### src/rtl/u16u8_pkg.sv
`timescale 1ns / 1ps
// ----------------------------------------------------------------------------
// u16u8_pkg
// shared types, constants and byte encoding functions for the utf-16 to
// utf-8 encoder
// ----------------------------------------------------------------------------
`default_nettype none

package u16u8_pkg;

  localparam int unsigned UnitW = 16;
  localparam int unsigned CpW   = 21;
  localparam int unsigned ByteW = 8;
  localparam int unsigned IdxW  = 2;

  localparam logic [UnitW-1:0] SurrMask = 16'hFC00;
  localparam logic [UnitW-1:0] HighSurr = 16'hD800;
  localparam logic [UnitW-1:0] LowSurr  = 16'hDC00;
  localparam logic [CpW-1:0]   SuppBase = 21'h10000;

  // request on the input channel
  typedef struct packed {
    logic [UnitW-1:0] code_unit;
    logic             text_end;
  } in_item_t;

  // request on the output channel
  typedef struct packed {
    logic [ByteW-1:0] utf8_byte;
    logic             run_last;
  } out_item_t;

  // work handed from front to back: one or two code points to encode
  typedef struct packed {
    logic [CpW-1:0]   cp_a;
    logic             has_b;
    logic [UnitW-1:0] cp_b;
  } job_t;

  // index of the last byte of the sequence for a code point
  function automatic logic [IdxW-1:0] last_idx(input logic [CpW-1:0] cp);
    logic [IdxW-1:0] r;
    if (cp[CpW-1:7] == '0) begin
      r = 2'd0;
    end else if (cp[CpW-1:11] == '0) begin
      r = 2'd1;
    end else if (cp[CpW-1:16] == '0) begin
      r = 2'd2;
    end else begin
      r = 2'd3;
    end
    return r;
  endfunction

  // byte number idx of the sequence whose last index is lst
  function automatic logic [ByteW-1:0] enc_byte(input logic [CpW-1:0] cp,
                                                input logic [IdxW-1:0] lst,
                                                input logic [IdxW-1:0] idx);
    logic [ByteW-1:0] b;
    logic [IdxW-1:0]  from_end;
    from_end = lst - idx;
    if (idx == 2'd0) begin
      case (lst)
        2'd0:    b = {1'b0, cp[6:0]};
        2'd1:    b = {3'b110, cp[10:6]};
        2'd2:    b = {4'b1110, cp[15:12]};
        default: b = {5'b11110, cp[20:18]};
      endcase
    end else begin
      case (from_end)
        2'd0:    b = {2'b10, cp[5:0]};
        2'd1:    b = {2'b10, cp[11:6]};
        default: b = {2'b10, cp[17:12]};
      endcase
    end
    return b;
  endfunction

endpackage

`default_nettype wire

### src/rtl/u16u8_front.sv
`timescale 1ns / 1ps
// ----------------------------------------------------------------------------
// u16u8_front
// accepts code units, pairs surrogates and pushes encode jobs
// ----------------------------------------------------------------------------
`default_nettype none

module u16u8_front (
  input  wire logic               clk_i,
  input  wire logic               rst_ni,
  input  wire logic               in_valid_i,
  output logic                    in_stall_o,
  input  wire u16u8_pkg::in_item_t in_item_i,
  input  wire logic               q_full_i,
  output logic                    push_o,
  output u16u8_pkg::job_t         job_o
);

  logic                          held_q, held_d;
  logic [u16u8_pkg::UnitW-1:0]   held_unit_q, held_unit_d;
  logic                          accept;
  logic                          is_high, is_low;
  logic [u16u8_pkg::UnitW-1:0]   u;

  assign in_stall_o = q_full_i;
  assign accept     = in_valid_i & ~q_full_i;
  assign u          = in_item_i.code_unit;
  assign is_high    = (u & u16u8_pkg::SurrMask) == u16u8_pkg::HighSurr;
  assign is_low     = (u & u16u8_pkg::SurrMask) == u16u8_pkg::LowSurr;

  always_comb begin
    held_d      = held_q;
    held_unit_d = held_unit_q;
    push_o      = 1'b0;
    job_o.cp_a  = {5'b0, u};
    job_o.has_b = 1'b0;
    job_o.cp_b  = u;
    if (accept) begin
      held_d = 1'b0;
      push_o = 1'b1;
      if (held_q) begin
        if (is_low) begin
          // surrogate pair to one supplementary code point
          job_o.cp_a = u16u8_pkg::SuppBase + {1'b0, held_unit_q[9:0], u[9:0]};
        end else begin
          job_o.cp_a = {5'b0, held_unit_q};
          if (is_high && !in_item_i.text_end) begin
            held_d      = 1'b1;
            held_unit_d = u;
          end else begin
            job_o.has_b = 1'b1;
          end
        end
      end else if (is_high && !in_item_i.text_end) begin
        held_d      = 1'b1;
        held_unit_d = u;
        push_o      = 1'b0;
      end
    end
  end

  always_ff @(posedge clk_i or negedge rst_ni) begin
    if (!rst_ni) begin
      held_q      <= 1'b0;
      held_unit_q <= '0;
    end else begin
      held_q      <= held_d;
      held_unit_q <= held_unit_d;
    end
  end

endmodule

`default_nettype wire

### src/rtl/u16u8_queue.sv
`timescale 1ns / 1ps
// ----------------------------------------------------------------------------
// u16u8_queue
// two-entry job queue between front and back
// ----------------------------------------------------------------------------
`default_nettype none

module u16u8_queue (
  input  wire logic            clk_i,
  input  wire logic            rst_ni,
  input  wire logic            push_i,
  input  wire u16u8_pkg::job_t job_i,
  output logic                 full_o,
  input  wire logic            pop_i,
  output logic                 head_valid_o,
  output u16u8_pkg::job_t      head_o
);

  u16u8_pkg::job_t mem_q [2];
  logic            wr_ptr_q, wr_ptr_d;
  logic            rd_ptr_q, rd_ptr_d;
  logic [1:0]      count_q, count_d;
  logic            do_pop;

  assign full_o       = count_q == 2'd2;
  assign head_valid_o = count_q != 2'd0;
  assign head_o       = mem_q[rd_ptr_q];
  assign do_pop       = pop_i & head_valid_o;

  always_comb begin
    wr_ptr_d = wr_ptr_q ^ push_i;
    rd_ptr_d = rd_ptr_q ^ do_pop;
    count_d  = count_q + {1'b0, push_i} - {1'b0, do_pop};
  end

  always_ff @(posedge clk_i) begin
    if (push_i) begin
      mem_q[wr_ptr_q] <= job_i;
    end
  end

  always_ff @(posedge clk_i or negedge rst_ni) begin
    if (!rst_ni) begin
      wr_ptr_q <= 1'b0;
      rd_ptr_q <= 1'b0;
      count_q  <= '0;
    end else begin
      wr_ptr_q <= wr_ptr_d;
      rd_ptr_q <= rd_ptr_d;
      count_q  <= count_d;
    end
  end

endmodule

`default_nettype wire

### src/rtl/u16u8_back.sv
`timescale 1ns / 1ps
// ----------------------------------------------------------------------------
// u16u8_back
// walks each job one byte per cycle into the output register while the output is not stalled
// ----------------------------------------------------------------------------
`default_nettype none

module u16u8_back (
  input  wire logic            clk_i,
  input  wire logic            rst_ni,
  input  wire logic            head_valid_i,
  input  wire u16u8_pkg::job_t head_i,
  output logic                 pop_o,
  output logic                 out_valid_o,
  input  wire logic            out_stall_i,
  output u16u8_pkg::out_item_t out_item_o
);

  logic                        seg_q, seg_d;
  logic [u16u8_pkg::IdxW-1:0]  idx_q, idx_d;
  logic                        out_valid_q, out_valid_d;
  u16u8_pkg::out_item_t        out_q, out_d;
  logic                        load;
  logic [u16u8_pkg::CpW-1:0]   cur_cp;
  logic [u16u8_pkg::IdxW-1:0]  lst;
  logic                        seg_end, job_end;

  assign cur_cp  = seg_q ? {5'b0, head_i.cp_b} : head_i.cp_a;
  assign lst     = u16u8_pkg::last_idx(cur_cp);
  assign seg_end = idx_q == lst;
  assign job_end = seg_end & (seg_q | ~head_i.has_b);
  assign load    = head_valid_i & (~out_valid_q | ~out_stall_i);
  assign pop_o   = load & job_end;

  always_comb begin
    seg_d       = seg_q;
    idx_d       = idx_q;
    out_d       = out_q;
    out_valid_d = load | (out_valid_q & out_stall_i);
    if (load) begin
      out_d.utf8_byte = u16u8_pkg::enc_byte(cur_cp, lst, idx_q);
      out_d.run_last  = job_end;
      if (seg_end) begin
        idx_d = '0;
        seg_d = ~job_end;
      end else begin
        idx_d = idx_q + 2'd1;
      end
    end
  end

  always_ff @(posedge clk_i or negedge rst_ni) begin
    if (!rst_ni) begin
      seg_q       <= 1'b0;
      idx_q       <= '0;
      out_valid_q <= 1'b0;
    end else begin
      seg_q       <= seg_d;
      idx_q       <= idx_d;
      out_valid_q <= out_valid_d;
    end
  end

  always_ff @(posedge clk_i) begin
    out_q <= out_d;
  end

  assign out_valid_o = out_valid_q;
  assign out_item_o  = out_q;

endmodule

`default_nettype wire

### src/rtl/utf16_to_utf8_encoder.sv
`timescale 1ns / 1ps
// ----------------------------------------------------------------------------
// utf16_to_utf8_encoder
// streaming utf-16 code unit to utf-8 byte encoder
// ----------------------------------------------------------------------------
// One request in is one utf-16 code unit, one request out is one utf-8 byte;
// run_last marks the final byte of each encode job. A high surrogate is
// held until the next unit: a following low surrogate makes a four-byte
// sequence, anything else first flushes the held unit as three bytes of its
// own value. text_end on a unit never leaves anything held. The output side
// produces one byte per cycle unless out_stall_i holds it; a unit causes as
// many bytes as its job holds (none for a held surrogate, 1 to 6 otherwise).
// The front part takes a unit in every cycle while the two-entry job queue
// has room, so short bursts are absorbed without stalling the sender. Each
// job is registered in the queue, and its bytes are then registered in the
// output register one at a time.
// ----------------------------------------------------------------------------
`default_nettype none

module utf16_to_utf8_encoder (
  input  wire logic                clk_i,
  input  wire logic                rst_ni,
  // input channel: code units
  input  wire logic                in_valid_i,
  output logic                     in_stall_o,
  input  wire u16u8_pkg::in_item_t in_item_i,
  // output channel: encoded bytes
  output logic                     out_valid_o,
  input  wire logic                out_stall_i,
  output u16u8_pkg::out_item_t     out_item_o
);

  // front to queue
  logic            push;
  u16u8_pkg::job_t push_job;
  logic            q_full;
  // queue to back
  logic            head_valid;
  u16u8_pkg::job_t head_job;
  logic            pop;

  // front: surrogate pairing, one job per unit that produces bytes
  u16u8_front u_front (
    .clk_i      (clk_i),
    .rst_ni     (rst_ni),
    .in_valid_i (in_valid_i),
    .in_stall_o (in_stall_o),
    .in_item_i  (in_item_i),
    .q_full_i   (q_full),
    .push_o     (push),
    .job_o      (push_job)
  );

  // decoupling queue so the sender is not held up by a multi-byte job
  u16u8_queue u_queue (
    .clk_i        (clk_i),
    .rst_ni       (rst_ni),
    .push_i       (push),
    .job_i        (push_job),
    .full_o       (q_full),
    .pop_i        (pop),
    .head_valid_o (head_valid),
    .head_o       (head_job)
  );

  // back: byte walker feeding the registered output
  u16u8_back u_back (
    .clk_i        (clk_i),
    .rst_ni       (rst_ni),
    .head_valid_i (head_valid),
    .head_i       (head_job),
    .pop_o        (pop),
    .out_valid_o  (out_valid_o),
    .out_stall_i  (out_stall_i),
    .out_item_o   (out_item_o)
  );

endmodule

`default_nettype wire
### config.mk
export PLATFORM = sky130hd
export DESIGN_NAME = utf16_to_utf8_encoder
export DESIGN_NICKNAME = d
export VERILOG_FILES = /design/src/rtl/u16u8_pkg.sv /design/src/rtl/u16u8_front.sv /design/src/rtl/u16u8_queue.sv /design/src/rtl/u16u8_back.sv /design/src/rtl/utf16_to_utf8_encoder.sv
export SDC_FILE = /design/constraint.sdc
export NUM_CORES = 1
export LEC_CHECK = 0
export ABC_AREA = 1
export CAP_MARGIN = 30
export CORE_ASPECT_RATIO = 0.5
export CORE_MARGIN = 2
export CORE_UTILIZATION = 40
export CTS_CLUSTER_SIZE = 10
export DETAILED_ROUTE_END_ITERATION = 6
export DONT_BUFFER_PORTS = 1
export GPL_ROUTABILITY_DRIVEN = 0
export PLACE_DENSITY = 0.62
export SLEW_MARGIN = 40
export SYNTH_ARGS = -nofsm -noshare
export SYNTH_HDL_FRONTEND = slang
export SYNTH_HIERARCHICAL = 1
export SYNTH_SLANG_ARGS = --single-unit
### constraint.sdc
create_clock -name clk_i -period 5.81 [get_ports clk_i]
set_input_delay 0.581 -clock clk_i [delete_from_list [all_inputs] [get_ports clk_i]]
set_output_delay 0.581 -clock clk_i [all_outputs]
set_load 0.005 [all_outputs]
==> results of run 1 <==
-- layout by cell type, fill, tap and decap left out, types with 10 or more instances in the layout --
cell      netlist  routed
nor2_1         12      12
ha_1           12      11
inv_1          64      64
o21ai_2        11      11
nand2_1       231     231
o21ai_0        12      11
edfxtp_1       85      85
nand2_2        12      12
o21ai_1         9      10
dfrtp_1        25      25
nand3_1        49      49
-- worst max-delay path: stages (launching register included) --
cell	delay, ns
dfrtp_1	0.86
inv_2	0.35
nand2_1	0.19
o21ai_2	0.09
nor2_4	0.17
nand3_4	0.12
o21ai_0	0.33
inv_1	0.16
ha_1	0.44
nand3_1	0.22
a211oi_1	0.34
nand2_1	0.11
inv_1	0.07
ha_1	0.22
inv_1	0.06
ha_1	0.15
inv_1	0.05
nand2_1	0.06
nand2_1	0.05
-- final timing paths --
check / depth (start not counted) / slack, ns / endpoint
setup / recovery: 18 / 1.66 / u_queue/count_q[1]
hold reg to reg: 2 / 0.46 / u_front/held_unit_q[14]
hold / removal: 1 / 0.03 / u_front/held_unit_q[5]
min in group clk_i: 0 / 0.32 / u_queue/mem_q[0][7]
max in group asynchronous: 1 / 5.62 / u_queue/rd_ptr_q
setup reg to reg: 18 / 1.66 / u_queue/count_q[1]
-- layout make-up --
type                            count  area [µm²]
Inverter                           68       260.3
Timing Repair Buffer                4       42.54
Clock buffer                        9       225.2
Clock inverter                      7       113.9
Sequential cell                   110        3178
Fill cell                        1281        7681
Tap cell                          192       240.2
Multi-Input combinational cell    388        1959
-- cells by family (layout without fill, tap and decap cells) --
| family | Yosys count | in the layout | share of synthesized area |
|---|---|---|---|
| DFF | 110 | 110 | 0.5612 |
| buffers and inverters | 105 | 88 | 0.09501 |
| and+or+nand+nor | 325 | 325 | 0.2572 |
| muxes | 4 | 4 | 0.007071 |
| AOI/OAI and AO/OA | 46 | 46 | 0.05148 |
| adders and majority gates | 12 | 12 | 0.02651 |
| xor gates and xnor gates | 1 | 1 | 0.001547 |
-- power breakdown --
group	total (mW)	switching [mW]	internal (mW)
Clock	0.684	0.296	0.389
Combinational	1.16	0.825	0.335
Sequential	1.18	0.0884	1.09
-- layer usage --
layer,global-route usage,part of all wire,vias up,routed length [µm]
li1,-,-,1890,-
met4,0.04354,0.0071,0,84
met3,0.04383,0.080,10,941
met2,0.2402,0.41,113,4897
met1,0.2463,0.50,1742,5879
met5,0,0,-,0
-- sequential cells by signal, indices dropped and copies added, names as in the netlist --
name                 flops
u_front/held_unit_q     16
u_queue/mem_q           76
u_queue/count_q          2
u_back/idx_q             2
u_back/out_item_o        9
u_queue/rd_ptr_q         1
u_back/seg_q             1
u_front/held_q           1
u_back/out_valid_o       1
u_queue/wr_ptr_q         1
==> impl_metrics.yaml, run 1 <==
logic_synthesis:
  ys_types: 36
  synth.most_common_cell: "nand2_1"
  syn_area_per_cell_um2: 9.391
  synth_nets: 636
  yosysWarnings: 6
  async_flop_share: 0.2273
  ys.flop_type: "edfxtp_1"
  synth_top_area_cell: "edfxtp_1"
  synth.area.top_cells: "edfxtp_1 45%, nand2_1 15%, dfrtp_1 11%"
  synth_top_area_share: 0.4507
  syn_inst: 603
  seq_area_frac_synth: 0.5612
  ys_ff_latch: 110
  synth_area_um2: 5663
  synth_common_cells: "231 x nand2_1, 85 x edfxtp_1, 64 x inv_1, 49 x nand3_1, 25 x dfrtp_1"
  synth_edf_count: 85
route:
  dr.pass1.iters: 5
  drtIter0Drc: 377
  routed_wl_um: 11800
  wire_per_inst_um: 15.17
  routed-via-count: 3755
  drt-vias-per-instance: 4.826
  detail-route-antenna-nets: 0
  drc: 0
placed_design:
  pre_cts_ws_ns: 1.730
  dpl.hpwl_um: 8428
  io_buffers: 0
  placed_area_um2: 5660
  placedCellCount: 761
cts:
  cts.path.max_buffers: 2
  post-cts-setup-buffer-count: 0
  htreeDepth: 3
  clk_latency_ns: 0.35
  path_clk_slew_ns: 0.08
  cts_sinks: 110
  cts_root_buf: "clkbuf_16"
  cts-resized-gates: 0
  hold_buffers: 1
  cts_tree: "yes"
  cts_made_buffers: 9
power_and_ir_drop:
  p_leak_nw: 2.642
  ir_drop_uv: 187.9
  power_mw: 3.023
  power_density_nw_per_um2: 502.1
timing:
  period_needed_ns: 4.145
  fin_crit_sh: 0.7135
  setup_viol: 0
  skew_ns: 0.01014
  fin_tns_setup_ns: 0
  setup_slack_ns: 1.665
  slew_headroom: 0.4757
  slew_viol_final: 0
  holdWs_ns: 0.03436
  hold_violations: 0
  timing.fmax_mhz: 241.2
  max_slew.worst_pin.slew_ns: 0.7864
  rsz0062_at_grt: "false"
final_layout:
  final_cells: 778
  final_nets: 614
  fin_util: 0.4394
  finalInstanceArea_um2: 6020
  diodes: 0
  syn_to_final_growth_pct: 6.297
  drive_gt1_frac: 0.1041
worst_setup_path:
  crit_fanout: 22
  regToRegStartpoint: "u_back/seg_q"
  critPathRequiredTime_ns: 6.06
  worstSetupStartpointType: "flip-flop"
  startpoint: "u_back/seg_q"
  critPathArrivalTime_ns: 4.39
  setup.worst_path.class: "flip-flop to flip-flop"
  end_kind: "flip-flop"
die:
  die_h_um: 88.14
  start_util: 0.4133
  rows: 30
  coreArea_um2: 13700
  die_x_um: 172.3
  die_area_um2: 15180
  io_pins: 32
grt:
  grt_pass1_vias: 3428
  grt_max_degree: 40
  grt_usage: 0.1658
  grt_pass1_wl_um: 18570
  antenna_found_initial: 0
  grt_remaining_overflow: 0
hold_path:
  holdCritPathClass: "input pin to asynchronous set/reset pin"
outcome:
  status: "completed"
flow_run:
  max_cap_viol_count: 0
(Power assumes the default switching activity.)
==> inputs of run 2 (changes only) <==
--- a/config.mk
+++ b/config.mk
@@ -5,7 +5,7 @@
 export SDC_FILE = /design/constraint.sdc
 export NUM_CORES = 1
 export LEC_CHECK = 0
-export ABC_AREA = 1
+export ABC_AREA = 0
 export CAP_MARGIN = 30
 export CORE_ASPECT_RATIO = 0.5
 export CORE_MARGIN = 2
@@ -14,7 +14,7 @@
 export DETAILED_ROUTE_END_ITERATION = 6
 export DONT_BUFFER_PORTS = 1
 export GPL_ROUTABILITY_DRIVEN = 0
-export PLACE_DENSITY = 0.62
+export PLACE_DENSITY = 0.64
 export SLEW_MARGIN = 40
 export SYNTH_ARGS = -nofsm -noshare
 export SYNTH_HDL_FRONTEND = slang
==> constraint.sdc (replaced) <==
create_clock -name clk_i -period 3.7 [get_ports clk_i]
set_input_delay 0.37 -clock clk_i [delete_from_list [all_inputs] [get_ports clk_i]]
set_output_delay 0.37 -clock clk_i [all_outputs]
set_load 0.005 [all_outputs]
==> run 2 against run 1 <==
Effect of this change:
- area after synthesis is 0.44% higher
- clock power is 31% higher
- die area is 0.43% higher
- final cell count is 23% lower
- critical path depth is 8 lower
- count of clock-buffer cells in the layout is 2 higher
- combinational power is 79% higher
- first-iteration DRC count is 18% lower
- largest cell class unchanged
- largest power group is now combinational logic
- highest routed layer unchanged
==> impl_metrics.yaml, run 2 <==
outcome:
  status: "completed"
logic_synthesis:
  synth_area_um2: 5688
  synth.area.top_cells: "edfxtp_1 45%, mux2_2 13%, dfrtp_1 11%"
  syn_inst: 406
  ys_types: 70
  synth_top_area_cell: "edfxtp_1"
  syn_area_per_cell_um2: 14.01
  seq_area_frac_synth: 0.5587
  async_flop_share: 0.2273
  yosysWarnings: 6
  synth_edf_count: 85
  synth_common_cells: "85 x edfxtp_1, 64 x mux2_2, 25 x dfrtp_1, 20 x buf_4, 19 x nand2_1"
  synth_top_area_share: 0.4487
  ys.flop_type: "edfxtp_1"
  synth_nets: 439
  ys_ff_latch: 110
  synth.most_common_cell: "edfxtp_1"
worst_setup_path:
  crit_slowest_cell: "dfrtp_2"
  setup.worst_path.class: "flip-flop to flip-flop"
  end_kind: "flip-flop"
  critPathRequiredTime_ns: 3.78
  critPathArrivalTime_ns: 3.58
  cp_slowest_stage_delay_ns: 0.48
  rrSetupSlack_ns: 0.20
  worstSetupStartpointType: "flip-flop"
  worstPathCellList: "buf_12, mux2_2, nor4b_2, o22a_1, a31oi_2, ha_4, mux4_2, a2111oi_1, a311o_1, a211oi_2"
  crit_fanout: 21
cts:
  clk_latency_ns: 0.35
  cts.path.max_buffers: 2
  cts_root_buf: "clkbuf_16"
  path_clk_slew_ns: 0.08
  cts_sinks: 110
  cts_made_buffers: 9
  htreeDepth: 3
  cts_tree: "yes"
timing:
  fin_crit_sh: 0.9462
  fin_tns_setup_ns: 0
  period_needed_ns: 3.501
  rsz0062_at_grt: "false"
  max_slew.worst_pin.slew_ns: 0.6549
  timing.fmax_mhz: 285.6
  setup_viol: 0
  slew_viol_final: 0
  hold_violations: 0
  skew_ns: 0.01104
  slew_headroom: 0.5633
final_layout:
  regMostFlops: "u_queue/mem_q"
  fin_util: 0.4511
  diodes: 0
  mostFrequentLayoutCell: "edfxtp_1"
  drive_gt1_frac: 0.3399
  layout_common_cells: "85 x edfxtp_1, 64 x mux2_2, 24 x dfrtp_1"
  largest_reg_flops: 76
  syn_to_final_growth_pct: 8.645
  final_nets: 437
die:
  die_x_um: 172.6
  io_pins: 32
  start_util: 0.4152
  rows: 30
  die_area_um2: 15250
  die_h_um: 88.32
  coreArea_um2: 13700
route:
  routed-via-count: 3297
  drtIter0Drc: 311
  detail-route-antenna-nets: 0
  wire_per_inst_um: 19.56
  drc: 0
  drt-vias-per-instance: 5.486
  dr.pass1.iters: 5
  routed_wl_um: 11760
grt:
  grt_remaining_overflow: 0
  antenna_found_initial: 0
  grt_pass1_wl_um: 18170
  grt_max_degree: 28
  grt_usage: 0.1588
  grt_pass1_vias: 3155
power_and_ir_drop:
  p_leak_nw: 2.284
  power_density_nw_per_um2: 786.1
  ir_drop_uv: 345.5
hold_path:
  holdCritPathClass: "input pin to flip-flop"
placed_design:
  dpl.hpwl_um: 8477
  io_buffers: 0
flow_run:
  max_cap_viol_count: 0
-- run 2: worst max-delay path: cells and delay by family, from the launching register on --
family                     cells  cell delay, ns
buffers and inverters          1            0.21
muxes                          2            0.73
AOI/OAI and AO/OA              5            1.08
DFF                            1            0.48
and+or+nand+nor                1            0.35
adders and majority gates      1            0.36
-- run 2: cell type report --
cell class                 count  area (µm²)
multi-input combinational    249        2247
sequential                   110        3179
clock buffer                  11       232.7
tap                          192       240.2
inverter                      13       53.80
clock inverter                 5       41.29
timing repair buffer          21       185.2
fill                        1206        7521
-- run 2: metal layers --
layer,wire (µm),track usage,vias to the layer above
li1,-,-,1538
met1,5799,0.2249,1645
met2,5177,0.2439,101
met3,638,0.04210,13
met4,142,0.04351,0
met5,0,0,-
-- run 2: cells by family (layout without fill, tap and decap cells) --
group / count (synthesis) / count (layout) / share of synthesized area
XOR/XNOR: 8 / 8 / 0.01232
AND/OR/NAND/NOR: 91 / 91 / 0.09591
AO/OA/AOI/OAI: 56 / 56 / 0.08007
adder cells (fa/ha/maj): 12 / 12 / 0.02640
multiplexers: 82 / 82 / 0.1760
buffers and inverters: 47 / 50 / 0.05059
flip-flops: 110 / 110 / 0.5587
-- run 2: what timing repair did --
| item | CTS | global route |
|---|---|---|
| setup buffers | 0 | 2 |
| gates cloned | 0 | 0 |
| endpoints found under the setup margin | 1 | 2 |
| hold buffers | 2 | 0 |
| endpoints found under the hold margin | 25 | 0 |
| resized for setup | 1 | 3 |
-- run 2: worst paths after layout --
path	start	to	cells past startpoint
hold reg to reg	u_front/held_unit_q[12]	u_front/held_unit_q[12]	1
min in group asynchronous	rst_ni	u_front/held_unit_q[8]	2
max in group asynchronous	rst_ni	u_queue/rd_ptr_q	2
setup / recovery	u_queue/rd_ptr_q	u_back/out_item_o[6]	10
setup reg to reg	u_queue/rd_ptr_q	u_back/out_item_o[6]	10
hold / removal	in_item_i[8]	u_queue/mem_q[1][7]	0
-- run 2: report_power, final --
group          internal, mW  switching (mW)  leakage (nW)  total [mW]
Sequential             1.72           0.168          1.12        1.88
Combinational         0.975            1.10          1.03        2.08
Clock                 0.466           0.430         0.132       0.896
-- run 2: per-stage QoR --
stage	instance area (µm²)	std cells	setup slack [ns]	power (mW)	hold WS [ns]
after floorplan	5688	406	0.03248	3.417	0.07441
after global placement	5826	579	0.1861	3.891	0.07511
after detailed placement	5841	581	0.02691	3.912	0.07517
after CTS	6147	599	0.05741	4.836	0.09766
after global routing	6180	601	0.07735	5.137	0.09165
final	6180	601	0.1992	4.858	0.1105
